--- src/sv/sle_pkg.sv ---
// sle_pkg: shared types and constants for the serial line editor
// no dependencies; imported by sle_ctrl and serial_line_editor_core
package sle_pkg;

    // result kinds
    localparam logic [1:0] KIND_ECHO = 2'd0;
    localparam logic [1:0] KIND_LINE = 2'd1;
    localparam logic [1:0] KIND_END  = 2'd2;

    // character codes
    localparam logic [7:0] CH_BS    = 8'd8;
    localparam logic [7:0] CH_DEL   = 8'd127;
    localparam logic [7:0] CH_CR    = 8'd13;
    localparam logic [7:0] CH_LF    = 8'd10;
    localparam logic [7:0] CH_SPACE = 8'd32;
    localparam logic [7:0] CH_NUL   = 8'd0;

    // max_length register
    localparam int unsigned  MAXLEN_W     = 6;
    localparam logic [5:0]   MAXLEN_RESET = 6'd32;

    // sequencer states
    typedef enum logic [2:0] {
        S_IDLE,
        S_BS_SPACE,
        S_BS_BACK,
        S_LF,
        S_LINE,
        S_END
    } t_state;

endpackage

--- src/sv/serial_line_editor_core.sv ---
// serial_line_editor_core: top level of the serial line editor
// depends on sle_pkg, sle_store and sle_ctrl
//
//  channel  direction  handshake                  payload
//  rx       in         i_rx_valid / o_rx_ready    i_rx_byte
//  res      out        o_res_valid / i_res_ready  o_kind, o_value, o_last
//  cfg      in         i_cfg_we (no wait)         i_cfg_data (max_length)
//
//  a printable byte or backspace is taken, its echoes follow
//  one per cycle unless the result register stalls; a carriage return
//  echoes CR and LF, then each line byte read from the store port, then an end marker
//  synchronous active-low reset clears the fill count and the sequencer,
//  max_length returns to 32; the store is not cleared
//  a stalled result register holds the sequencer; rx is taken only in idle
module serial_line_editor_core
    import sle_pkg::*;
#(
    parameter int LINE_MAX = 32
) (
    input  logic                i_clk,
    input  logic                i_rst_n,
    input  logic                i_cfg_we,
    input  logic [MAXLEN_W-1:0] i_cfg_data,
    input  logic                i_rx_valid,
    output logic                o_rx_ready,
    input  logic [7:0]          i_rx_byte,
    output logic                o_res_valid,
    input  logic                i_res_ready,
    output logic [1:0]          o_kind,
    output logic [7:0]          o_value,
    output logic                o_last
);

    localparam int CW = $clog2(LINE_MAX);

    logic [MAXLEN_W-1:0] r_max_length;
    logic                st_we;
    logic [CW-1:0]       st_waddr;
    logic [7:0]          st_wdata;
    logic [CW-1:0]       st_raddr;
    logic [7:0]          st_rdata;

    // max_length register
    always_ff @(posedge i_clk) begin
        if (!i_rst_n) begin
            r_max_length <= MAXLEN_RESET;
        end else if (i_cfg_we) begin
            r_max_length <= i_cfg_data;
        end
    end

    sle_ctrl #(
        .LINE_MAX (LINE_MAX)
    ) u_ctrl (
        .i_clk        (i_clk),
        .i_rst_n      (i_rst_n),
        .i_max_length (r_max_length),
        .i_rx_valid   (i_rx_valid),
        .o_rx_ready   (o_rx_ready),
        .i_rx_byte    (i_rx_byte),
        .o_res_valid  (o_res_valid),
        .i_res_ready  (i_res_ready),
        .o_kind       (o_kind),
        .o_value      (o_value),
        .o_last       (o_last),
        .o_st_we      (st_we),
        .o_st_waddr   (st_waddr),
        .o_st_wdata   (st_wdata),
        .o_st_raddr   (st_raddr),
        .i_st_rdata   (st_rdata)
    );

    sle_store #(
        .LINE_MAX (LINE_MAX)
    ) u_store (
        .i_clk   (i_clk),
        .i_we    (st_we),
        .i_waddr (st_waddr),
        .i_wdata (st_wdata),
        .i_raddr (st_raddr),
        .o_rdata (st_rdata)
    );

endmodule

--- src/sv/sle_store.sv ---
// sle_store: line store, one write port and one registered read port
// no package dependency; used by serial_line_editor_core
module sle_store #(
    parameter int LINE_MAX = 32
) (
    input  logic                        i_clk,
    input  logic                        i_we,
    input  logic [$clog2(LINE_MAX)-1:0] i_waddr,
    input  logic [7:0]                  i_wdata,
    input  logic [$clog2(LINE_MAX)-1:0] i_raddr,
    output logic [7:0]                  o_rdata
);

    logic [7:0] mem [LINE_MAX];
    logic [7:0] r_rdata;

    // write port
    always_ff @(posedge i_clk) begin
        if (i_we) begin
            mem[i_waddr] <= i_wdata;
        end
    end

    // read port, registered
    always_ff @(posedge i_clk) begin
        r_rdata <= mem[i_raddr];
    end

    assign o_rdata = r_rdata;

endmodule

--- src/sv/sle_ctrl.sv ---
// sle_ctrl: editing sequencer, fill count and output register
// depends on sle_pkg; drives the sle_store ports
module sle_ctrl
    import sle_pkg::*;
#(
    parameter int LINE_MAX = 32
) (
    input  logic                        i_clk,
    input  logic                        i_rst_n,
    input  logic [MAXLEN_W-1:0]         i_max_length,
    input  logic                        i_rx_valid,
    output logic                        o_rx_ready,
    input  logic [7:0]                  i_rx_byte,
    output logic                        o_res_valid,
    input  logic                        i_res_ready,
    output logic [1:0]                  o_kind,
    output logic [7:0]                  o_value,
    output logic                        o_last,
    output logic                        o_st_we,
    output logic [$clog2(LINE_MAX)-1:0] o_st_waddr,
    output logic [7:0]                  o_st_wdata,
    output logic [$clog2(LINE_MAX)-1:0] o_st_raddr,
    input  logic [7:0]                  i_st_rdata
);

    localparam int CW = $clog2(LINE_MAX);
    localparam logic [MAXLEN_W-1:0] LIM_MAX = MAXLEN_W'(LINE_MAX);

    t_state         r_state, n_state;
    logic [CW-1:0]  r_fill,  n_fill;
    logic [CW-1:0]  r_idx,   n_idx;
    logic           r_out_valid, n_out_valid;
    logic [1:0]     r_kind,  n_kind;
    logic [7:0]     r_value, n_value;
    logic           r_last,  n_last;

    logic               can_load;
    logic               load;
    logic               rx_acc;
    logic [MAXLEN_W-1:0] limit;
    logic               room;
    logic               last_byte;

    // output slot is free or being emptied this cycle
    assign can_load = !r_out_valid || i_res_ready;
    assign rx_acc   = i_rx_valid && can_load && (r_state == S_IDLE);

    // effective limit, saturated to the store depth
    assign limit = (i_max_length > LIM_MAX) ? LIM_MAX : i_max_length;
    assign room  = ({1'b0, (MAXLEN_W)'(r_fill)} + 7'd1) < {1'b0, limit};

    // current line index is the final stored byte
    assign last_byte = ({1'b0, r_idx} + (CW+1)'(1)) == {1'b0, r_fill};

    // next state and result loading
    always_comb begin
        n_state     = r_state;
        n_fill      = r_fill;
        n_idx       = r_idx;
        n_kind      = r_kind;
        n_value     = r_value;
        n_last      = r_last;
        load        = 1'b0;
        o_rx_ready  = 1'b0;
        o_st_we     = 1'b0;
        o_st_waddr  = r_fill;
        o_st_wdata  = i_rx_byte;
        case (r_state)
            S_IDLE: begin
                o_rx_ready = can_load;
                if (rx_acc) begin
                    if (i_rx_byte == CH_BS || i_rx_byte == CH_DEL) begin
                        if (r_fill != '0) begin
                            load    = 1'b1;
                            n_kind  = KIND_ECHO;
                            n_value = CH_BS;
                            n_last  = 1'b0;
                            n_fill  = r_fill - CW'(1);
                            n_state = S_BS_SPACE;
                        end
                    end else if (i_rx_byte == CH_CR) begin
                        load    = 1'b1;
                        n_kind  = KIND_ECHO;
                        n_value = CH_CR;
                        n_last  = 1'b0;
                        n_state = S_LF;
                    end else if (room) begin
                        load    = 1'b1;
                        n_kind  = KIND_ECHO;
                        n_value = i_rx_byte;
                        n_last  = 1'b1;
                        o_st_we = 1'b1;
                        n_fill  = r_fill + CW'(1);
                    end
                end
            end
            S_BS_SPACE: begin
                if (can_load) begin
                    load    = 1'b1;
                    n_kind  = KIND_ECHO;
                    n_value = CH_SPACE;
                    n_last  = 1'b0;
                    n_state = S_BS_BACK;
                end
            end
            S_BS_BACK: begin
                if (can_load) begin
                    load    = 1'b1;
                    n_kind  = KIND_ECHO;
                    n_value = CH_BS;
                    n_last  = 1'b1;
                    n_state = S_IDLE;
                end
            end
            S_LF: begin
                if (can_load) begin
                    load    = 1'b1;
                    n_kind  = KIND_ECHO;
                    n_value = CH_LF;
                    n_last  = 1'b0;
                    n_idx   = '0;
                    n_state = (r_fill == '0) ? S_END : S_LINE;
                end
            end
            S_LINE: begin
                if (can_load) begin
                    load    = 1'b1;
                    n_kind  = KIND_LINE;
                    n_value = i_st_rdata;
                    n_last  = 1'b0;
                    if (last_byte) begin
                        n_state = S_END;
                    end else begin
                        n_idx = r_idx + CW'(1);
                    end
                end
            end
            S_END: begin
                if (can_load) begin
                    load    = 1'b1;
                    n_kind  = KIND_END;
                    n_value = CH_NUL;
                    n_last  = 1'b1;
                    n_fill  = '0;
                    n_state = S_IDLE;
                end
            end
            default: begin
                n_state = S_IDLE;
            end
        endcase
        n_out_valid = load || (r_out_valid && !i_res_ready);
    end

    // read ahead at the next index so data lines up with r_idx
    assign o_st_raddr = n_idx;

    // control registers
    always_ff @(posedge i_clk) begin
        if (!i_rst_n) begin
            r_state     <= S_IDLE;
            r_fill      <= '0;
            r_idx       <= '0;
            r_out_valid <= 1'b0;
        end else begin
            r_state     <= n_state;
            r_fill      <= n_fill;
            r_idx       <= n_idx;
            r_out_valid <= n_out_valid;
        end
    end

    // result payload
    always_ff @(posedge i_clk) begin
        if (load) begin
            r_kind  <= n_kind;
            r_value <= n_value;
            r_last  <= n_last;
        end
    end

    assign o_res_valid = r_out_valid;
    assign o_kind      = r_kind;
    assign o_value     = r_value;
    assign o_last      = r_last;

    // fill count stays within the store
    a_fill_range: assert property (@(posedge i_clk) disable iff (!i_rst_n)
        ({1'b0, r_fill} < (CW+1)'(LINE_MAX)))
        else $error("fill count beyond store depth");

    // carriage return always starts the line readout
    a_cr_seq: assert property (@(posedge i_clk) disable iff (!i_rst_n)
        (rx_acc && i_rx_byte == CH_CR) |=> (r_state == S_LF))
        else $error("carriage return did not start readout");

    // end marker empties the line and returns to idle
    a_end_clear: assert property (@(posedge i_clk) disable iff (!i_rst_n)
        (r_state == S_END && can_load) |=> (r_fill == '0 && r_state == S_IDLE))
        else $error("end of line did not clear the line");

    // a final result is only loaded on the way back to idle
    a_last_idle: assert property (@(posedge i_clk) disable iff (!i_rst_n)
        (load && n_last) |=> (r_state == S_IDLE))
        else $error("final result loaded outside the last step");

endmodule
--- config.mk ---
export PLATFORM = sky130hd
export DESIGN_NAME = serial_line_editor_core
export DESIGN_NICKNAME = d
export VERILOG_FILES = /design/src/sv/sle_pkg.sv /design/src/sv/serial_line_editor_core.sv /design/src/sv/sle_store.sv /design/src/sv/sle_ctrl.sv
export SDC_FILE = /design/constraint.sdc
export NUM_CORES = 1
export LEC_CHECK = 0
export BUFFER_PORTS_ARGS = -buffer_cell sky130_fd_sc_hd__buf_4
export CAP_MARGIN = 10
export CORE_MARGIN = 2
export CORE_UTILIZATION = 40
export DETAILED_ROUTE_END_ITERATION = 8
export PLACE_DENSITY = 0.54
export SLEW_MARGIN = 20
export SYNTH_ARGS = -nofsm -noshare
export SYNTH_HDL_FRONTEND = slang
export SYNTH_HIERARCHICAL = 1
export SYNTH_SLANG_ARGS = --single-unit
--- constraint.sdc ---
create_clock -name i_clk -period 9.6 [get_ports i_clk]
set_input_delay 0.48 -clock i_clk [delete_from_list [all_inputs] [get_ports i_clk]]
set_output_delay 0.48 -clock i_clk [all_outputs]
set_load 0.05 [all_outputs]
==> flow_summary.yaml, run 1 <==
worst_setup_path:
  cp-start-kind: "flop"
  required_ns: 9.73
  cp_num_buf_inv: 0
  cp_slowest_cell: "nor2_1"
  path_max_fanout: 17
  r2r_slack_ns: 4.94
  r2r_end: "u_store/mem[18][1]$_DFFE_PP_"
  cp_cell_sequence: "nand3_1, xnor2_1, ha_1, a21o_1, a21oi_1, o221ai_2, nor4_1, nand3b_1, nor2_1"
  cp_top_family: "simple AND/OR/NAND/NOR gates"
  path_class: "reg2reg"
  crit_path_max_incr_delay_ns: 0.95
  cp.arrival_ns: 4.79
  cp-end-kind: "flop"
  r2r_start: "u_ctrl/o_st_waddr[2]$_SDFFE_PN0P_"
  r2r_cells: 9
cells_and_area:
  fillers: 2541
  multi_input_area_mm2: 0.00353
  seqCellArea_mm2: 0.00858
  area_growth_pct: 13.6
  layout.nets: 741
  diodes: 0
  drive_above_1_share: 0.256
synth:
  yosysTopAreaCellShare: 0.648
  syn_inst: 683
  netlist_area_mm2: 0.0124
  syn_area_per_cell_um2: 18.1
  synth_flop_cell: "edfxtp_1"
  synth_area_leaders: "edfxtp_1 65%, mux4_2 15%, dfxtp_1 4.5%, nor2_1 1.4%, ha_1 1.1%"
  synth_edf_count: 267
  yosysMostFrequentCell: "edfxtp_1"
  yosys.area.top_type: "edfxtp_1"
  yosys-top-cells-count: "267 x edfxtp_1, 80 x mux4_2, 47 x nor2_1, 32 x nand2_1, 28 x dfxtp_1"
  synth_warnings: 6
  ys_seq_area_frac: 0.694
  ys_ff_latch: 295
  synth_nets: 714
  synth_cell_type_count: 65
  async_reset_ff_frac: 0
clocking:
  clockBufferDepth: 3
  cts-htree-levels: 2
  clk_pin_slew_ns: 0.06
  root_buffer: "clkbuf_16"
  cts_setup_buffers: 0
  cts_made_buffers: 34
  cts_tree: "built"
  clock-sinks: 295
  hold_buffers: 0
  insertion_delay_ns: 0.53
  post_cts_resized: 0
power_and_ir_drop:
  irDropWorstVdd_mv: 0.117
  powerDensity_mw_per_mm2: 243
  power.leakage_nw: 4.46
worst_hold_path:
  min_path_cells: 3
  min_path_type: "in2reg"
  worstHoldEndpoint: "r_max_length[5]$_SDFFE_PN1P_"
  hold_start: "i_cfg_data[5]"
detailed_routing:
  wire_per_inst_um: 25.7
  drt_first_iter_violations: 654
  drc_errors: 0
  vias: 6507
  dr.pass1.iters: 5
  vias_per_cell: 5.75
  ant_nets: 0
  routed_wl_um: 29100
sta:
  drv_slew: 0
  hold_slack_ns: 0.182
  setup_violations: 0
  tightest_slew_ns: 1.06
  rsz0062_at_grt: "no"
  min_period_over_period: 0.486
  fin_skew_ns: 0.0249
  relSlewSlack: 0.295
  min_period_ns: 4.66
  clock.fmax_ghz: 0.214
  setup_tns_ns: 0
  timing.final.hold_violations: 0
placed_design:
  placement.io_buffers: 31
  dp_hpwl_um: 18400
  place_congestion: 0.869
floorplan:
  rows: 64
  die_h_um: 180
  dieArea_mm2: 0.0323
  ios: 32
  start_util: 0.405
  die_w_um: 180
  core_area_mm2: 0.0305
grt:
  grt_max_degree: 49
  grt_first_pass_wirelength_um: 43300
  grt_pass1_vias: 6563
  track_usage: 0.180
  overflow: 0
  antenna_found_initial: 0
flow_run:
  maxCapViolCount: 0
run_status:
  status: "finished, final reports clean"
routing by layer:
| layer | part of all wire | track usage |
|---|---|---|
| met1 | 0.44 | 0.242 |
| met4 | 0.019 | 0.0507 |
| met5 | 0 | 0 |
| met2 | 0.50 | 0.306 |
| met3 | 0.040 | 0.0274 |
power by group:
group | internal, mW | switching, mW
Clock | 0.784 | 0.516
Combinational | 0.197 | 0.353
Sequential | 1.49 | 0.0691
Total | 2.47 | 0.939
sequential cells by signal, summed over array words and instances (netlist names):
| register | flops |
|---|---|
| u_store/mem | 256 |
| u_ctrl/o_value | 8 |
| u_store/o_rdata | 8 |
| r_max_length | 6 |
| u_ctrl/o_st_waddr | 5 |
| u_ctrl/r_idx | 5 |
| u_ctrl/r_state | 3 |
| u_ctrl/o_kind | 2 |
| u_ctrl/o_last | 1 |
| u_ctrl/o_res_valid | 1 |
through the flow:
stage          std cells  cell area, um2  power, mW  utilization  setup WS (ns)
2_1_floorplan        683           12400       1.95            -           6.15
3_3_place_gp        1070           12900       2.13        0.423           4.90
3_5_place_dp        1070           12900       2.14        0.423           4.89
4_1_cts             1131           14000       3.45        0.460           4.88
5_1_grt             1131           14000       3.53        0.460           4.64
6_report            1131           14000       3.41        0.460           4.94
worst register-to-register path, stage by stage, from the launching register on:
cell,delay (ns)
dfxtp_1,0.69
nand3_1,0.22
xnor2_1,0.18
ha_1,0.35
a21o_1,0.17
a21oi_1,0.17
o221ai_2,0.16
nor4_1,0.78
nand3b_1,0.60
nor2_1,0.96
logic make-up after synthesis:
kind of cell             count (synthesis)  synth area share
multiplexers                            98             0.161
AND/OR/NAND/NOR                        140            0.0584
AO/OA/AOI/OAI                           73            0.0432
XOR/XNOR                                11           0.00779
buffers and inverters                   53            0.0219
adder cells (fa/ha/maj)                 13            0.0136
flip-flops                             295             0.694
area by class of cell:
cell class,instances,share of cell area
clock buffer,47,0.0676
timing repair buffer,34,0.0182
tap,396,0.0353
sequential,295,0.611
multi-input combinational,335,0.252
clock inverter,14,0.0139
inverter,10,0.00267
cell usage in the layout, fill, tap and decap left out, types with 10 or more instances in the layout:
cell / netlist / routed
ha_1: 11 / 11
mux4_2: 80 / 80
nor2_1: 47 / 47
dfxtp_1: 28 / 28
nand3_1: 11 / 10
mux2_2: 11 / 11
edfxtp_1: 267 / 267
a21oi_1: 16 / 16
o21ai_0: 13 / 13
clkbuf_16: 0 / 34
nor2b_1: 12 / 12
buf_4: 14 / 34
nand2_1: 32 / 32
how the worst max path moves through the flow:
| stage | from | to | slack, ns | depth (start not counted) |
|---|---|---|---|---|
| 2_1_floorplan | u_ctrl/o_st_waddr[2]$_SDFFE_PN0P_ | u_store/mem[0][0]$_DFFE_PP_ | 6.15 | 11 |
| 4_1_cts | u_ctrl/o_st_waddr[2]$_SDFFE_PN0P_ | u_store/o_rdata[3]$_DFF_P_ | 4.88 | 9 |
| 5_1_grt | u_ctrl/r_idx[0]$_SDFF_PN0_ | u_store/o_rdata[3]$_DFF_P_ | 4.64 | 10 |
| 6_report | u_ctrl/o_st_waddr[2]$_SDFFE_PN0P_ | u_store/mem[18][1]$_DFFE_PP_ | 4.94 | 9 |
| 3_3_place_gp | u_ctrl/o_st_waddr[2]$_SDFFE_PN0P_ | u_store/o_rdata[3]$_DFF_P_ | 4.90 | 9 |
| 3_5_place_dp | u_ctrl/o_st_waddr[2]$_SDFFE_PN0P_ | u_store/o_rdata[1]$_DFF_P_ | 4.89 | 9 |
Power figures use the tool's default switching activity.
==> inputs of run 2 (changes only) <==
Settings changed: PLACE_DENSITY 0.54 to 0.56.
Clock period 9.6 ns to 4.2 ns, I/O delays scaled along.
==> run 2 against run 1 <==
Power up 130%. Largest power group unchanged. Clock power up 120%. Sequential cell count stayed put. Critical path type unchanged. Utilization increased by 1.5 points.
==> flow_summary.yaml, run 2 (same netlist as run 1, synthesis figures left out) <==
run_status:
  status: "finished, final reports clean"
clocking:
  cts_made_buffers: 31
  clock-sinks: 295
  cts-htree-levels: 1
  cts_tree: "built"
  root_buffer: "clkbuf_16"
  insertion_delay_ns: 0.55
  clk_pin_slew_ns: 0.06
  cts_setup_buffers: 0
  clockBufferDepth: 3
worst_setup_path:
  required_ns: 4.64
  cp-start-kind: "flop"
  path_max_fanout: 22
  r2r_cells: 10
  cp.arrival_ns: 4.39
  r2r_end: "u_store/o_rdata[4]$_DFF_P_"
  endpoint: "u_store/o_rdata[4]$_DFF_P_"
  path_class: "reg2reg"
  r2r_start: "u_ctrl/r_idx[0]$_SDFF_PN0_"
  r2r_slack_ns: 0.25
  crit_path_start: "u_ctrl/r_idx[0]$_SDFF_PN0_"
  cp-end-kind: "flop"
grt:
  antenna_found_initial: 0
  overflow: 0
  grt_max_degree: 65
  track_usage: 0.173
  grt_first_pass_wirelength_um: 42700
  grt_pass1_vias: 6811
cells_and_area:
  seqCellArea_mm2: 0.00858
  largest_register: "u_store/mem"
  largest_reg_flops: 256
  multi_input_area_mm2: 0.00353
  final_util: 0.476
  layout.nets: 800
  fillers: 2537
  final_common_cell: "edfxtp_1"
  drive_above_1_share: 0.298
  final_cell_mix: "267 x edfxtp_1, 82 x buf_4, 80 x mux4_2"
  finalNonFillerCells: 1190
  diodes: 0
  final_area_mm2: 0.0145
  area_growth_pct: 17.3
floorplan:
  core_area_mm2: 0.0305
  die_h_um: 180
  rows: 64
  start_util: 0.405
  die_w_um: 180
  dieArea_mm2: 0.0323
  ios: 32
worst_hold_path:
  min_path_type: "in2reg"
  hold_start: "i_cfg_we"
sta:
  timing.final.hold_violations: 0
  min_period_ns: 3.95
  relSlewSlack: 0.419
  rsz0062_at_grt: "no"
  setup_violations: 0
  clock.fmax_ghz: 0.253
  setup_tns_ns: 0
  hold_slack_ns: 0.0261
  tightest_slew_ns: 0.859
  drv_slew: 0
  fin_skew_ns: 0.00813
  min_period_over_period: 0.941
detailed_routing:
  vias: 6639
  vias_per_cell: 5.58
  dr.pass1.iters: 5
  wire_per_inst_um: 23.5
  drt_first_iter_violations: 562
  drc_errors: 0
  routed_wl_um: 27900
  ant_nets: 0
flow_run:
  maxCapViolCount: 0
power_and_ir_drop:
  power.leakage_nw: 4.74
  powerDensity_mw_per_mm2: 533
  irDropWorstVdd_mv: 0.304
placed_design:
  dp_hpwl_um: 18100
  post_dp_cell_area_mm2: 0.0133
  placement.io_buffers: 31
  dp_cells: 1122
  place_congestion: 0.836
[run 2: changes by cell type in the layout (fill, tap and decap cells not counted), moves of 3 or more]
cell	delta
buf_12	+4
buf_4	+48
bufinv_16	+3
clkbuf_1	-4
clkbuf_16	-3
clkbuf_8	-5
clkinv_1	+4
clkinvlp_4	+5
dlygate4sd3_1	+10
[run 2: area by class of cell]
cell class / count / share of cell area
well taps: 396 / 0.0341
multi-input cells: 335 / 0.243
inverters: 10 / 0.00259
clock buffers: 35 / 0.0545
repair buffers: 96 / 0.0548
flip-flops and latches: 295 / 0.591
clock inverters: 23 / 0.0192
[run 2: metal layers]
| metal | up-vias | global-route usage | part of all wire |
|---|---|---|---|
| met3 | 41 | 0.0235 | 0.049 |
| met2 | 203 | 0.284 | 0.48 |
| met4 | 0 | 0.0393 | 0.021 |
| met1 | 3456 | 0.249 | 0.45 |
| met5 | - | 0 | 0 |
| li1 | 2939 | - | - |
[run 2: critical path, stage by stage, from the launching register on]
cell and delay, ns:
dfxtp_1 0.47, ha_1 0.33, nand3b_1 0.11, a221oi_1 0.28, a21oi_1 0.12, o31ai_1 0.38, a32o_4 0.55, buf_12 0.24
mux4_2 0.53, mux4_2 0.52, mux2_2 0.28
[run 2: worst min-delay path by stage]
stage	to	slack, ns	cells after the start
final	r_max_length[3]$_SDFFE_PN0P_	0.03	3
after CTS	r_max_length[3]$_SDFFE_PN0P_	0.004	3
after global placement	r_max_length[5]$_SDFFE_PN1P_	0.43	3
after floorplan	r_max_length[5]$_SDFFE_PN1P_	0.27	1
after detailed placement	r_max_length[5]$_SDFFE_PN1P_	0.43	3
after global routing	r_max_length[1]$_SDFFE_PN0P_	0.03	3
[run 2: per-stage QoR]
stage / power (mW) / setup slack [ns]
final: 7.73 / 0.247
after global routing: 8.03 / 0.0279
after CTS: 7.79 / 0.223
after detailed placement: 4.95 / 0.247
after global placement: 4.92 / 0.259
after floorplan: 4.46 / 0.749
[run 2: power by group]
group          internal, mW  switching (mW)
combinational         0.528           0.876
clock                  1.72            1.11
sequential             3.41          0.0843
total                  5.65            2.07
[run 2: timing repair]
item                                   CTS  global route
endpoints found under the hold margin   10             0
hold buffers                            10             0
resized for setup                        0             0
